[config.mk]
export PLATFORM = sky130hd
export DESIGN_NAME = bwt_occurrence_checkpoint_interleave
export DESIGN_NICKNAME = d
export VERILOG_FILES = /design/src/sv/bwtoc_pkg.sv /design/src/sv/bwtoc_front.sv /design/src/sv/bwtoc_queue.sv /design/src/sv/bwtoc_back.sv /design/src/sv/bwt_occurrence_checkpoint_interleave.sv
export SDC_FILE = /design/constraint.sdc
export NUM_CORES = 1
export LEC_CHECK = 0
export BUFFER_PORTS_ARGS = -buffer_cell sky130_fd_sc_hd__buf_2
export CAP_MARGIN = 20
export CORE_ASPECT_RATIO = 1.5
export CORE_MARGIN = 2
export CORE_UTILIZATION = 50
export DETAILED_ROUTE_END_ITERATION = 7
export PLACE_DENSITY = 0.69
export SYNTH_ARGS = -nofsm -noshare
export SYNTH_HDL_FRONTEND = slang
export SYNTH_SLANG_ARGS = --single-unit
[constraint.sdc]
create_clock -name i_clk -period 15.4 [get_ports i_clk]
set_clock_uncertainty 0.15 [all_clocks]
set_input_delay 1.54 -clock i_clk [delete_from_list [all_inputs] [get_ports i_clk]]
set_output_delay 1.54 -clock i_clk [all_outputs]
set_load 0.01 [all_outputs]
[src/sv/bwtoc_pkg.sv]
// Shared types and constants for the BWT occurrence checkpoint interleaver.
package bwtoc_pkg;

    // Number of 2-bit symbols in one packed BWT word.
    localparam int SYMS_PER_WORD = 16;
    // Width of the word position counter within an interval.
    localparam int POS_W         = 8;
    // Depth and pointer width of the queue between front and back.
    localparam int Q_DEPTH       = 4;
    localparam int Q_AW          = 2;

    // One classified word as it travels from front to back.
    typedef struct packed {
        logic [31:0]      kept;     // word with invalid slots cleared
        logic [3:0][4:0]  inc;      // occurrences of each symbol in this word
        logic             cp_first; // a checkpoint precedes this word
        logic             last;     // final checkpoint follows this word
    } t_entry;

    // Fill status of the queue.
    typedef struct packed {
        logic full;
        logic empty;
    } t_q_stat;

    // Where the back end stands within the current entry.
    typedef enum logic [1:0] {
        PH_PRE,
        PH_WORD,
        PH_POST
    } t_phase;

endpackage

[src/sv/bwtoc_front.sv]
// Front end: classifies each input word and counts its valid symbols.
module bwtoc_front
    import bwtoc_pkg::*;
#(
    parameter int CHECKPOINT_INTERVAL = 128
) (
    input  logic        i_clk,
    input  logic        i_rst_n,
    input  logic        i_accept,
    input  logic [31:0] i_bwt_word,
    input  logic [4:0]  i_valid_symbols,
    input  logic        i_last_word,
    output t_entry      o_entry
);

    localparam int WPI_RAW = CHECKPOINT_INTERVAL / SYMS_PER_WORD;
    localparam int WPI     = (WPI_RAW < 1) ? 1 : WPI_RAW;

    logic [POS_W-1:0] r_pos;
    logic [POS_W-1:0] n_pos;
    logic [POS_W:0]   pos_inc;
    logic [4:0]       nvalid;
    logic [1:0]       sym;
    logic [31:0]      kept;
    logic [3:0][4:0]  inc;

    // Saturate the valid count, clear invalid slots and count each symbol.
    always_comb begin
        nvalid = (i_valid_symbols > 5'(SYMS_PER_WORD)) ? 5'(SYMS_PER_WORD)
                                                        : i_valid_symbols;
        kept = '0;
        inc  = '0;
        for (int i = 0; i < SYMS_PER_WORD; i++) begin
            sym = i_bwt_word[30-2*i +: 2];
            if (5'(i) < nvalid) begin
                kept[30-2*i +: 2] = sym;
                inc[sym]          = inc[sym] + 5'd1;
            end
        end
    end

    // Position within the interval; the end of a stream starts a new one.
    always_comb begin
        pos_inc = {1'b0, r_pos} + {{POS_W{1'b0}}, 1'b1};
        if (i_last_word || (pos_inc >= (POS_W+1)'(WPI))) begin
            n_pos = '0;
        end else begin
            n_pos = pos_inc[POS_W-1:0];
        end
    end

    always_ff @(posedge i_clk) begin
        if (!i_rst_n) begin
            r_pos <= '0;
        end else if (i_accept) begin
            r_pos <= n_pos;
        end
    end

    assign o_entry.kept     = kept;
    assign o_entry.inc      = inc;
    assign o_entry.cp_first = (r_pos == '0);
    assign o_entry.last     = i_last_word;

endmodule

[src/sv/bwtoc_queue.sv]
// Short queue of classified words between the front and back ends.
module bwtoc_queue
    import bwtoc_pkg::*;
(
    input  logic    i_clk,
    input  logic    i_rst_n,
    input  logic    i_push,
    input  t_entry  i_entry,
    input  logic    i_pop,
    output t_entry  o_head,
    output t_q_stat o_stat
);

    t_entry          r_mem [Q_DEPTH];
    logic [Q_AW-1:0] r_wr;
    logic [Q_AW-1:0] r_rd;
    logic [Q_AW:0]   r_count;

    // Storage; entries are payload only.
    always_ff @(posedge i_clk) begin
        if (i_push) begin
            r_mem[r_wr] <= i_entry;
        end
    end

    // Pointers and fill count.
    always_ff @(posedge i_clk) begin
        if (!i_rst_n) begin
            r_wr    <= '0;
            r_rd    <= '0;
            r_count <= '0;
        end else begin
            if (i_push) begin
                r_wr <= r_wr + 1'b1;
            end
            if (i_pop) begin
                r_rd <= r_rd + 1'b1;
            end
            case ({i_push, i_pop})
                2'b10:   r_count <= r_count + 1'b1;
                2'b01:   r_count <= r_count - 1'b1;
                default: r_count <= r_count;
            endcase
        end
    end

    assign o_head       = r_mem[r_rd];
    assign o_stat.full  = (r_count == (Q_AW+1)'(Q_DEPTH));
    assign o_stat.empty = (r_count == '0);

endmodule

[src/sv/bwtoc_back.sv]
// Back end: running counts, checkpoint sequencing and the output register.
module bwtoc_back
    import bwtoc_pkg::*;
(
    input  logic        i_clk,
    input  logic        i_rst_n,
    input  t_entry      i_head,
    input  t_q_stat     i_q_stat,
    output logic        o_pop,
    output logic        o_tvalid,
    input  logic        i_tready,
    output logic [31:0] o_tdata,
    output logic        o_tuser,
    output logic        o_tlast
);

    t_phase      r_phase;
    t_phase      n_phase;
    t_phase      eff_phase;
    logic [2:0]  r_idx;
    logic [2:0]  n_idx;
    logic [63:0] r_counts [4];
    logic [63:0] n_counts [4];

    logic        r_valid;
    logic [31:0] r_data;
    logic        r_cp;
    logic        r_last;

    logic        load;
    logic        step;
    logic [63:0] cnt_sel;
    logic [31:0] g_data;
    logic        g_cp;
    logic        g_last;

    // The output register takes a new word when empty or being drained.
    assign load = !r_valid || i_tready;
    assign step = load && !i_q_stat.empty;

    // An entry without a leading checkpoint goes straight to its word.
    assign eff_phase = ((r_phase == PH_PRE) && !i_head.cp_first) ? PH_WORD : r_phase;

    // Next phase, index and counts.
    always_comb begin
        n_phase = r_phase;
        n_idx   = r_idx;
        o_pop   = 1'b0;
        for (int s = 0; s < 4; s++) begin
            n_counts[s] = r_counts[s];
        end
        if (step) begin
            case (eff_phase)
                PH_PRE: begin
                    n_idx = r_idx + 3'd1;
                    if (r_idx == 3'd7) begin
                        n_phase = PH_WORD;
                    end
                end
                PH_WORD: begin
                    for (int s = 0; s < 4; s++) begin
                        n_counts[s] = r_counts[s] + {59'd0, i_head.inc[s]};
                    end
                    n_idx = '0;
                    if (i_head.last) begin
                        n_phase = PH_POST;
                    end else begin
                        n_phase = PH_PRE;
                        o_pop   = 1'b1;
                    end
                end
                PH_POST: begin
                    n_idx = r_idx + 3'd1;
                    if (r_idx == 3'd7) begin
                        n_phase = PH_PRE;
                        o_pop   = 1'b1;
                        for (int s = 0; s < 4; s++) begin
                            n_counts[s] = '0;
                        end
                    end
                end
                default: begin
                    n_phase = PH_PRE;
                end
            endcase
        end
    end

    // Word produced for the current position.
    always_comb begin
        cnt_sel = r_counts[r_idx[2:1]];
        g_data  = r_idx[0] ? cnt_sel[63:32] : cnt_sel[31:0];
        g_cp    = 1'b1;
        g_last  = 1'b0;
        case (eff_phase)
            PH_PRE: begin
                g_cp = 1'b1;
            end
            PH_WORD: begin
                g_data = i_head.kept;
                g_cp   = 1'b0;
            end
            PH_POST: begin
                g_last = (r_idx == 3'd7);
            end
            default: begin
                g_cp = 1'b1;
            end
        endcase
    end

    // Sequencer state.
    always_ff @(posedge i_clk) begin
        if (!i_rst_n) begin
            r_phase <= PH_PRE;
            r_idx   <= '0;
            for (int s = 0; s < 4; s++) begin
                r_counts[s] <= '0;
            end
        end else begin
            r_phase <= n_phase;
            r_idx   <= n_idx;
            for (int s = 0; s < 4; s++) begin
                r_counts[s] <= n_counts[s];
            end
        end
    end

    // Output register.
    always_ff @(posedge i_clk) begin
        if (!i_rst_n) begin
            r_valid <= 1'b0;
        end else if (load) begin
            r_valid <= !i_q_stat.empty;
        end
    end

    always_ff @(posedge i_clk) begin
        if (step) begin
            r_data <= g_data;
            r_cp   <= g_cp;
            r_last <= g_last;
        end
    end

    assign o_tvalid = r_valid;
    assign o_tdata  = r_data;
    assign o_tuser  = r_cp;
    assign o_tlast  = r_last;

endmodule

[src/sv/bwt_occurrence_checkpoint_interleave.sv]
// Top level of the BWT occurrence checkpoint interleaver.
//
// Packed BWT words (sixteen 2-bit symbols, symbol 0 in the top bits) enter on
// the slave stream; the master stream carries each word with invalid slots
// cleared, preceded by an eight-word occurrence checkpoint at the start of
// every interval of CHECKPOINT_INTERVAL/16 words (at least one), and followed
// by a final checkpoint after the word marked with tlast. A checkpoint gives
// the 64-bit counts of symbols 0 to 3, each low half then high half, with
// tuser set; tlast marks the last checkpoint word of a stream, after which
// the counts restart from zero. The master side sends one word per cycle
// while m_axis_tready is high and the queue holds an entry. The output
// port sets the throughput: a four-entry queue lets the input side run
// ahead at one word per cycle while the queue is not full. No clearing
// pass is needed after reset.
module bwt_occurrence_checkpoint_interleave
    import bwtoc_pkg::*;
#(
    parameter int CHECKPOINT_INTERVAL = 128
) (
    input  logic        i_clk,
    input  logic        i_rst_n,
    input  logic        s_axis_tvalid,
    output logic        s_axis_tready,
    input  logic [39:0] s_axis_tdata,  // bwt_word[31:0], valid_symbols[36:32], zero fill
    input  logic        s_axis_tlast,  // last_word
    output logic        m_axis_tvalid,
    input  logic        m_axis_tready,
    output logic [31:0] m_axis_tdata,  // out_word[31:0]
    output logic        m_axis_tuser,  // is_checkpoint
    output logic        m_axis_tlast   // last_out
);

    t_entry  f_entry;
    t_entry  q_head;
    t_q_stat q_stat;
    logic    in_accept;
    logic    pop;

    assign s_axis_tready = !q_stat.full;
    assign in_accept     = s_axis_tvalid && s_axis_tready;

    bwtoc_front #(
        .CHECKPOINT_INTERVAL (CHECKPOINT_INTERVAL)
    ) u_front (
        .i_clk           (i_clk),
        .i_rst_n         (i_rst_n),
        .i_accept        (in_accept),
        .i_bwt_word      (s_axis_tdata[31:0]),
        .i_valid_symbols (s_axis_tdata[36:32]),
        .i_last_word     (s_axis_tlast),
        .o_entry         (f_entry)
    );

    bwtoc_queue u_queue (
        .i_clk   (i_clk),
        .i_rst_n (i_rst_n),
        .i_push  (in_accept),
        .i_entry (f_entry),
        .i_pop   (pop),
        .o_head  (q_head),
        .o_stat  (q_stat)
    );

    bwtoc_back u_back (
        .i_clk    (i_clk),
        .i_rst_n  (i_rst_n),
        .i_head   (q_head),
        .i_q_stat (q_stat),
        .o_pop    (pop),
        .o_tvalid (m_axis_tvalid),
        .i_tready (m_axis_tready),
        .o_tdata  (m_axis_tdata),
        .o_tuser  (m_axis_tuser),
        .o_tlast  (m_axis_tlast)
    );

    // The end of a stream is always the last word of a checkpoint.
    a_last_is_checkpoint: assert property (@(posedge i_clk) disable iff (!i_rst_n)
        (m_axis_tvalid && m_axis_tlast) |-> m_axis_tuser)
        else $error("final word is not a checkpoint word");

    // The queue can never report full and empty together.
    a_queue_status: assert property (@(posedge i_clk) disable iff (!i_rst_n)
        !(q_stat.full && q_stat.empty))
        else $error("queue reports full and empty at once");

    // An accepted transaction is held in the queue or on the output next cycle.
    a_accept_kept: assert property (@(posedge i_clk) disable iff (!i_rst_n)
        in_accept |=> (!q_stat.empty || m_axis_tvalid))
        else $error("accepted transaction vanished");

endmodule
* Yosys cells after proc, flatten, opt, wreduce, memory -nomap -nowiden
Memories as Yosys holds them, arrays and structs flattened. A register that Yosys moved wholly into a read port is not among the register bits.
Index checks and enable logic that the tools add are counted.
Widths: inputs -> output; s select.
** Cells by class
- Div/mod/pow operators :: 0
- Multiply operators :: 0
- Add/subtract/negate cells :: 26
- $lt $le $gt $ge :: 50
- Shift operators :: 0
- Muxes and demuxes :: 142
- Reduce and logical (&&, ||, !) cells :: 34
- Equality and inequality tests :: 8
- Bitwise operators :: 5
** Operators with widths (number)
- $mux 256 :: 2
- $pmux 256 s2 :: 1
- $mux 20 :: 16
- $bwmux 20 :: 15
- $add 64x5->64 :: 4
- $mux 64 :: 4
- $mux 5 :: 33
- $bmux 5 s2 :: 16
- $demux 5 s2 :: 16
- $add 5x1->5 const B :: 16
- $mux 32 :: 2
- $lt 2x3->1 const B :: 16
- $mux 2 :: 24
- $lt 4x5->1 const A :: 8
- $ge 2x1->1 const B :: 16
- $and 20x20->20 :: 1
- $lt 3x5->1 const A :: 4
- $logic_and 1x1->1 :: 19
- $pmux 3 s2 :: 2
- $lt 1x5->1 const A :: 2
- $lt 2x5->1 const A :: 2
- $add 8x1->9 const B :: 1
- $ge 9x4->1 const B :: 1
- $logic_not 8->1 :: 1
- 21 further kinds :: 43
** Storage, ports and cells
- Bits in read-only memories :: 0
- Memories kept :: 2
- Latch bits :: 0
- Word-level logic and storage cells :: 277
- RAM bits :: 472
- Register bits after elaboration :: 55
** Memories
- u_back.r_counts :: depth 4, bits a word 64, rd ports 5, clocked after memory_dff 1, write ports 4, line bwtoc_back.sv:22 : logic [63:0] r_counts [4];
- u_queue.r_mem :: depth 4, bits a word 54, rd ports 1, clocked after memory_dff 1, write ports 1, line bwtoc_queue.sv:14 : t_entry r_mem [Q_DEPTH];

* Depth between registers and ports, before layout
Gate-level depths: netlist (run 1).
- Depth in word-level cells :: 81
- Depth in mapped cells :: 68
- Gate-level depth less buffers :: 66

* By module
A second synthesis (run 1) with hierarchy kept.
** Unflattened totals
- Cells, all modules :: 3716
- Area, all modules :: 34863.4 um2
** By module, submodules not included
- bwtoc_back :: cells an instance 1816, area each 16321.9 um2, times used 1
- bwtoc_front :: cells an instance 1570, area each 10222.3 um2, times used 1
- bwtoc_queue :: cells an instance 328, area each 8309.2 um2, times used 1
- bwt_occurrence_checkpoint_interleave :: cells an instance 2, area each 10.0 um2, times used 1

* Least setup slack after synthesis (run 1)
No wires, ideal clock.
- Path type :: in2reg
- Start point :: input s_axis_tdata[35]
- End point :: memory u_queue.r_mem[0][11] (netlist bit) (data pin)
- Library setup time :: 274 ps
- Data required time :: 14976 ps
- Arrival time :: 15757 ps
- Stages :: 63
- Buffers on the path :: 0
- Slack :: -780 ps
- Cells stage by stage :: or4_4 > a221oi_2 > a21boi_1 > or4_1 > o21ai_0 > ha_1 > nor3b_1 > a211oi_1 > a21oi_1 > mux2i_1 > inv_1 > ha_1 > o31ai_1 > a211o_1 > o31ai_1 > xnor2_1 > o21ai_0 > mux4_2 > (+27 left out) > inv_1 > xnor2_1 > o21ai_0 > mux4_2 > ha_1 > mux2_2 > mux4_2 > ha_1 > nor2b_1 > and3_1 > xor2_1 > xnor2_1 > o21ai_0 > mux2i_1 > or2_2 > o32ai_1 > xnor2_1 > xnor2_1
** RTL lines
- start, declared :: line bwt_occurrence_checkpoint_interleave.sv:24 : input logic [39:0] s_axis_tdata,
- end, declared :: line bwtoc_queue.sv:14

==> results of run 1 <==
-- worst reg2reg max path: cells and delay by family, from the launching register on --
kind            cells  cell delay [ns]
fa+ha+maj           1             0.16
flops               1             0.59
compound gates      2             0.35
xor+xnor            1             0.17
buf+inv             4             1.29
mux                 1             0.64
simple gates       17             4.51
-- cells in the final DEF (no fill, tap or decap), types with 24 or more instances in the layout --
| cell type | n |
|---|---|
| nand4_1 | 49 |
| xor2_1 | 206 |
| edfxtp_1 | 250 |
| ha_1 | 34 |
| inv_1 | 62 |
| mux4_2 | 138 |
| o21ai_0 | 133 |
| a21oi_1 | 132 |
| and2_1 | 51 |
| buf_4 | 296 |
| mux2i_1 | 63 |
| buf_2 | 76 |
| nor2b_1 | 53 |
| a31oi_1 | 28 |
| xnor2_1 | 122 |
| nand3_1 | 161 |
| and3_1 | 82 |
| nor2_1 | 406 |
| clkbuf_16 | 47 |
| nor3_1 | 73 |
| nand2b_1 | 31 |
| dfxtp_1 | 276 |
| and4_1 | 24 |
| or3_1 | 57 |
| nand2_1 | 362 |
-- flip-flops by register name (all words and copies together), names as in the netlist, 2 cells and up, named ones only --
name	count
u_back.r_counts	256
u_front.r_pos	8
u_queue.r_count	3
u_queue.r_mem	216
u_back.r_idx	3
u_queue.r_wr	2
u_queue.r_rd	2
u_back.o_tdata	32
u_back.r_phase	2
-- area by class of cell --
type,count,area share (%)
antenna,1,0.00650
clock buffer,63,3.29
clock inverter,17,0.442
inverter,69,0.679
multi-input combinational,2711,51.7
sequential,531,34.1
tap,877,2.85
timing repair buffer,376,6.90
-- layer usage --
layer,vias up,part of all wire [%],track usage [%]
li1,13300,-,-
met1,13900,38,32.1
met2,955,52,51.8
met3,308,4.8,2.84
met4,6,5.6,14.6
met5,-,0.037,0
-- cell families (layout without fill, tap and decap cells) --
group	count (synthesis)	in the layout
compound gates	630	630
other cells	0	1
fa+ha+maj	52	52
flops	531	531
mux	227	227
xor+xnor	349	349
buf+inv	241	525
simple gates	1453	1453
-- worst max path at each step --
stage,end,slack [ns],cells after the start
after global routing,u_queue.r_mem[0][16],-0.97,66
after CTS,u_queue.r_mem[1][11],-0.31,64
after global placement,u_queue.r_mem[0][21],-0.93,58
after floorplan,u_queue.r_mem[0][11],-0.03,63
after detailed placement,u_queue.r_mem[2][21],-1.17,58
final,u_queue.r_mem[0][16],-0.44,66
-- report_power, final --
part	internal (mW)	leakage [nW]	switching, mW
logic	0.663	8.55	0.767
clock network	0.625	0.705	0.500
registers	1.58	4.60	0.0238
total	2.87	13.9	1.29
-- stage by stage --
stage	utilization, %	setup WS [ns]
after floorplan	-	-0.0324
after global placement	55.0	-0.930
after detailed placement	55.0	-1.17
after CTS	58.0	-0.312
after global routing	58.6	-0.969
final	58.6	-0.443
-- timing repair --
action,4_1_cts,5_1_grt
gates resized for setup,45,57
setup buffers,50,8
endpoints found under the hold margin,0,0
endpoints found under the setup margin,64,64
pin swaps,20,24
==> flow_summary.json, run 1 <==
{
  "p_total_mw": 4.16,
  "synth.area.mux_share_pct": 12.1,
  "worstSkewPairLatency_ns": 0.57,
  "synth_top_area_share_pct": 22.6,
  "tritoncts": "yes",
  "hold-path-cell-count": 2,
  "finalCriticalPeriod_ns": 15.84,
  "grt_pass1_wl_mm": 154,
  "fp.dieW_um": 215,
  "drt-total-wl_mm": 97.9,
  "reg2reg_depth": 26,
  "antenna_found_initial": 5,
  "synth-async-reset-ratio_pct": 0,
  "setup_slack_ns": -0.443,
  "drv_slew": 0,
  "synth_compound_area_share_pct": 12.9,
  "grt_max_degree": 237,
  "area_growth_pct": 15.8,
  "synth_top_family_by_area": "simple AND/OR/NAND/NOR gates",
  "worstSetupPathType": "primary input to flop",
  "required_ns": 15.54,
  "multi_input_area_sq_um": 19900,
  "synthFlopType": "dfxtp_1",
  "synth_area_per_cell_sq_um": 9.55,
  "max_stage_delay_ns": 0.56,
  "grt_overflow": 0,
  "maxSlewHeadroom_pct": 18.5,
  "design_area_sq_um": 38500,
  "path_max_fanout": 4,
  "hpwl_mm": 71.8,
  "crit_slowest_cell": "or4_4",
  "die_y_um": 320,
  "clock-root-buffer": "clkbuf_16",
  "yosys_warnings": 0,
  "yosys_register_bits": 531,
  "detail_route.iter0.violations": 2882,
  "synthAdderAreaFrac_pct": 2.07,
  "nets": 3831,
  "final_cells": 4645,
  "io_buffers": 77,
  "fin_crit_sh_pct": 103,
  "start_kind": "primary input",
  "synth_top_area_cell": "edfxtp_1",
  "drv_cap": 0,
  "cts.reportedPaths.clkPinSlew_ns": 0.06,
  "syn-num-nets": 3580,
  "via_per_inst": 6.13,
  "synthXorXnorAreaFrac_pct": 9.49,
  "cts.sinks": 531,
  "dp.cells": 4506,
  "grt_use_total_pct": 28.1,
  "finalWeightedCongestion": 0.969,
  "outcome": "complete, but fails checks",
  "place_area_sq_um": 36200,
  "hold_path.startpoint": "u_back.r_phase[0]",
  "r2r_setup_slack_ns": 7.40,
  "synthTopCellsByArea": "edfxtp_1 (23%), dfxtp_1 (17%), mux4_2 (9.3%), xor2_1 (5.5%), nor2_1 (4.7%)",
  "ys_types": 108,
  "worst_pin_slew_ns": 1.22,
  "fin_tns_setup_ns": -18.20,
  "cp_common_cell": "mux4_2",
  "routedWlPerCell_um": 21.1,
  "leakagePower_nw": 13.9,
  "r2r_end": "u_back.r_counts[0][63]",
  "min_path_type": "flop to flop",
  "grt_pass1_vias": 28400,
  "end_kind": "flop",
  "dr_total_vias": 28500,
  "critPathBufInv": 6,
  "finalHoldViolations": 0,
  "drive_gt1_share_pct": 19.9,
  "initial_utilization_pct": 50.6,
  "drt.antenna.violating_nets": 0,
  "synth_cells": 3483,
  "synth_edf_count": 250,
  "rows": 115,
  "power.density_nw_per_um2": 108,
  "cts.htree.levels": 2,
  "core_area_sq_um": 65800,
  "ios": 81,
  "regArea_sq_um": 13100,
  "fillCellCount": 5632,
  "violations": "setup timing",
  "min_to": "u_back.r_phase[0]",
  "arrival_ns": 15.99,
  "drc": 0,
  "postCtsHoldBufs": 0,
  "clock.fmax_mhz": 63.1,
  "path_delay_family": "multiplexers",
  "synthTopCellsByCount": "nor2_1 (416), nand2_1 (363), dfxtp_1 (281), edfxtp_1 (250), xor2_1 (209)",
  "numCtsBuffers": 45,
  "setup_violations": 64,
  "clock_path_buffers": 3,
  "ir_worst_vdd_v": 0.0000793,
  "dieArea_sq_um": 68700,
  "syn_area_sq_um": 33300,
  "worst_hold_slack_ns": 0.312,
  "yosys.area_share.simple_pct": 21.2,
  "rsz0062_at_grt": "yes",
  "firstDrtPassIters": 6,
  "ys_seq_area_share_pct": 39.5,
  "crit_start": "s_axis_tdata[35]",
  "synth_most_common_cell": "nor2_1"
}
(Power assumes the default switching activity.)
==> inputs of run 2 (changes only) <==
Settings changed: PLACE_DENSITY 0.69 to 0.66.
Clock period 15.4 ns to 19.3 ns, I/O delays scaled along.
==> run 2 against run 1 <==
Against the previous run: the run now ends clean; global-route usage shrank 0.63 points; worst setup slack gained 1.6 ns; first-iteration DRC count shrank 5.0%; combinational power shrank 41%; sequential share of layout area grew 2.4 points; sequential power shrank 20%; worst hold slack gained 0.0075 ns; core utilization shrank 3.8 points; largest cell class unchanged; highest routed layer unchanged.
==> flow_summary.json, run 2 (synthesized netlist as in run 1, its figures left out) <==
{
  "hpwl_mm": 70.9,
  "min_path_type": "flop to flop",
  "drv_slew": 0,
  "ios": 81,
  "finalHoldViolations": 0,
  "setup_violations": 0,
  "end_kind": "flop",
  "rsz0062_at_grt": "no",
  "numCtsBuffers": 47,
  "grt_max_degree": 237,
  "arrival_ns": 18.38,
  "start_kind": "primary input",
  "final_cells": 4390,
  "finalCriticalPeriod_ns": 18.18,
  "path_max_fanout": 24,
  "fillCellCount": 5924,
  "clock.fmax_mhz": 55.0,
  "core_area_sq_um": 65800,
  "leakagePower_nw": 12.5,
  "required_ns": 19.51,
  "outcome": "complete, no violations",
  "area_growth_pct": 8.19,
  "clock-root-buffer": "clkbuf_16",
  "rows": 115,
  "final_common_cell": "nor2_1",
  "dr_total_vias": 27300,
  "drv_cap": 0,
  "drc": 0,
  "die_y_um": 320,
  "drt.antenna.violating_nets": 0,
  "crit_slowest_cell": "or4_4",
  "cts_resized": 0,
  "grt_overflow": 0,
  "max_stage_delay_ns": 0.64,
  "worstSetupPathType": "primary input to flop",
  "drt-total-wl_mm": 96.0,
  "regMostFlops": "u_back.r_counts",
  "finalWeightedCongestion": 0.991,
  "postCtsSetupRepairBufs": 0,
  "final_cell_mix": "nor2_1 (416), nand2_1 (363), dfxtp_1 (276), edfxtp_1 (250), xor2_1 (209)",
  "power.density_nw_per_um2": 85.4,
  "fin_crit_sh_pct": 94.2,
  "via_per_inst": 6.22,
  "worst_pin_slew_ns": 1.07,
  "cp_common_cell": "mux4_2",
  "clock_path_buffers": 3,
  "antenna_found_initial": 4,
  "drive_gt1_share_pct": 11.8,
  "maxSlewHeadroom_pct": 28.8,
  "cts.sinks": 531,
  "routedWlPerCell_um": 21.9,
  "firstDrtPassIters": 6,
  "grt_pass1_wl_mm": 150,
  "initial_utilization_pct": 50.6,
  "dieArea_sq_um": 68700,
  "largest_reg_flops": 256,
  "reg2reg_depth": 26,
  "detail_route.iter0.violations": 2737,
  "worstSkewPairLatency_ns": 0.59,
  "fp.dieW_um": 215,
  "nets": 3572,
  "dp.cells": 4303,
  "grt_use_total_pct": 27.5,
  "tritoncts": "yes",
  "io_buffers": 77,
  "cts.htree.levels": 2,
  "postCtsHoldBufs": 0,
  "hold-path-cell-count": 2,
  "fin_tns_setup_ns": 0,
  "cts.reportedPaths.clkPinSlew_ns": 0.07,
  "ir_worst_vdd_v": 0.0000620,
  "grt_pass1_vias": 26700
}
run 2: cell types whose count changed in the layout (fill, tap and decap cells not counted), moves of 10 or more:
cell,before,now
buf_4,296,37
xnor2_1,122,132
a21oi_2,14,1
nor2_1,406,416
ha_4,10,0
a21oi_1,132,149
o21ai_0,133,149
o21ai_1,17,6
ha_1,34,46
run 2: final cells by class:
cell class / count / area, sq um / share of cell area (%)
inverter: 69 / 259 / 0.719
antenna: 1 / 2.50 / 0.00695
timing repair buffer: 115 / 683 / 1.90
sequential: 531 / 13100 / 36.5
clock buffer: 66 / 1360 / 3.78
multi-input combinational: 2711 / 19300 / 53.5
tap: 877 / 1100 / 3.05
clock inverter: 20 / 201 / 0.560
run 2: power breakdown:
| group | internal [mW] | switching, mW |
|---|---|---|
| registers | 1.26 | 0.0178 |
| clock network | 0.545 | 0.412 |
| logic | 0.309 | 0.529 |
run 2: worst paths after layout:
kind	startpoint	end	slack [ns]
setup reg to reg	flop	u_back.r_counts[0][63]	10.97
hold reg to reg	u_back.r_phase[0]	u_back.r_phase[0]	0.32
hold / removal	u_back.r_phase[0]	u_back.r_phase[0]	0.32
setup / recovery	s_axis_tdata[35]	u_queue.r_mem[0][11]	1.12
run 2: worst max-delay path: cells and delay by family:
| kind | cells | cell delay, ns |
|---|---|---|
| AOI/OAI and AO/OA | 18 | 3.15 |
| xor gates and xnor gates | 9 | 2.16 |
| adders and majority gates | 8 | 2.61 |
| buffers and inverters | 4 | 0.52 |
| muxes | 14 | 5.58 |
| and+or+nand+nor | 11 | 2.42 |
run 2: through the flow:
step	power (mW)	hold slack, ns	util [%]	worst slack, ns	instance area, sq um
floorplan	1.90	0.289	-	2.73	33300
global placement	2.12	0.300	52.4	1.01	34400
detailed placement	2.13	0.318	52.4	0.830	34400
CTS	3.08	0.326	54.7	1.38	36000
global route	3.20	0.346	54.7	0.128	36000
finish	3.08	0.320	54.7	1.12	36000
run 2: per-layer routing:
metal | up-vias | part of all wire (%) | global-route usage, %
li1 | 12800 | - | -
met1 | 13200 | 38 | 31.7
met2 | 942 | 52 | 50.6
met3 | 314 | 4.6 | 2.72
met4 | 4 | 5.5 | 13.7
met5 | - | 0.027 | 0
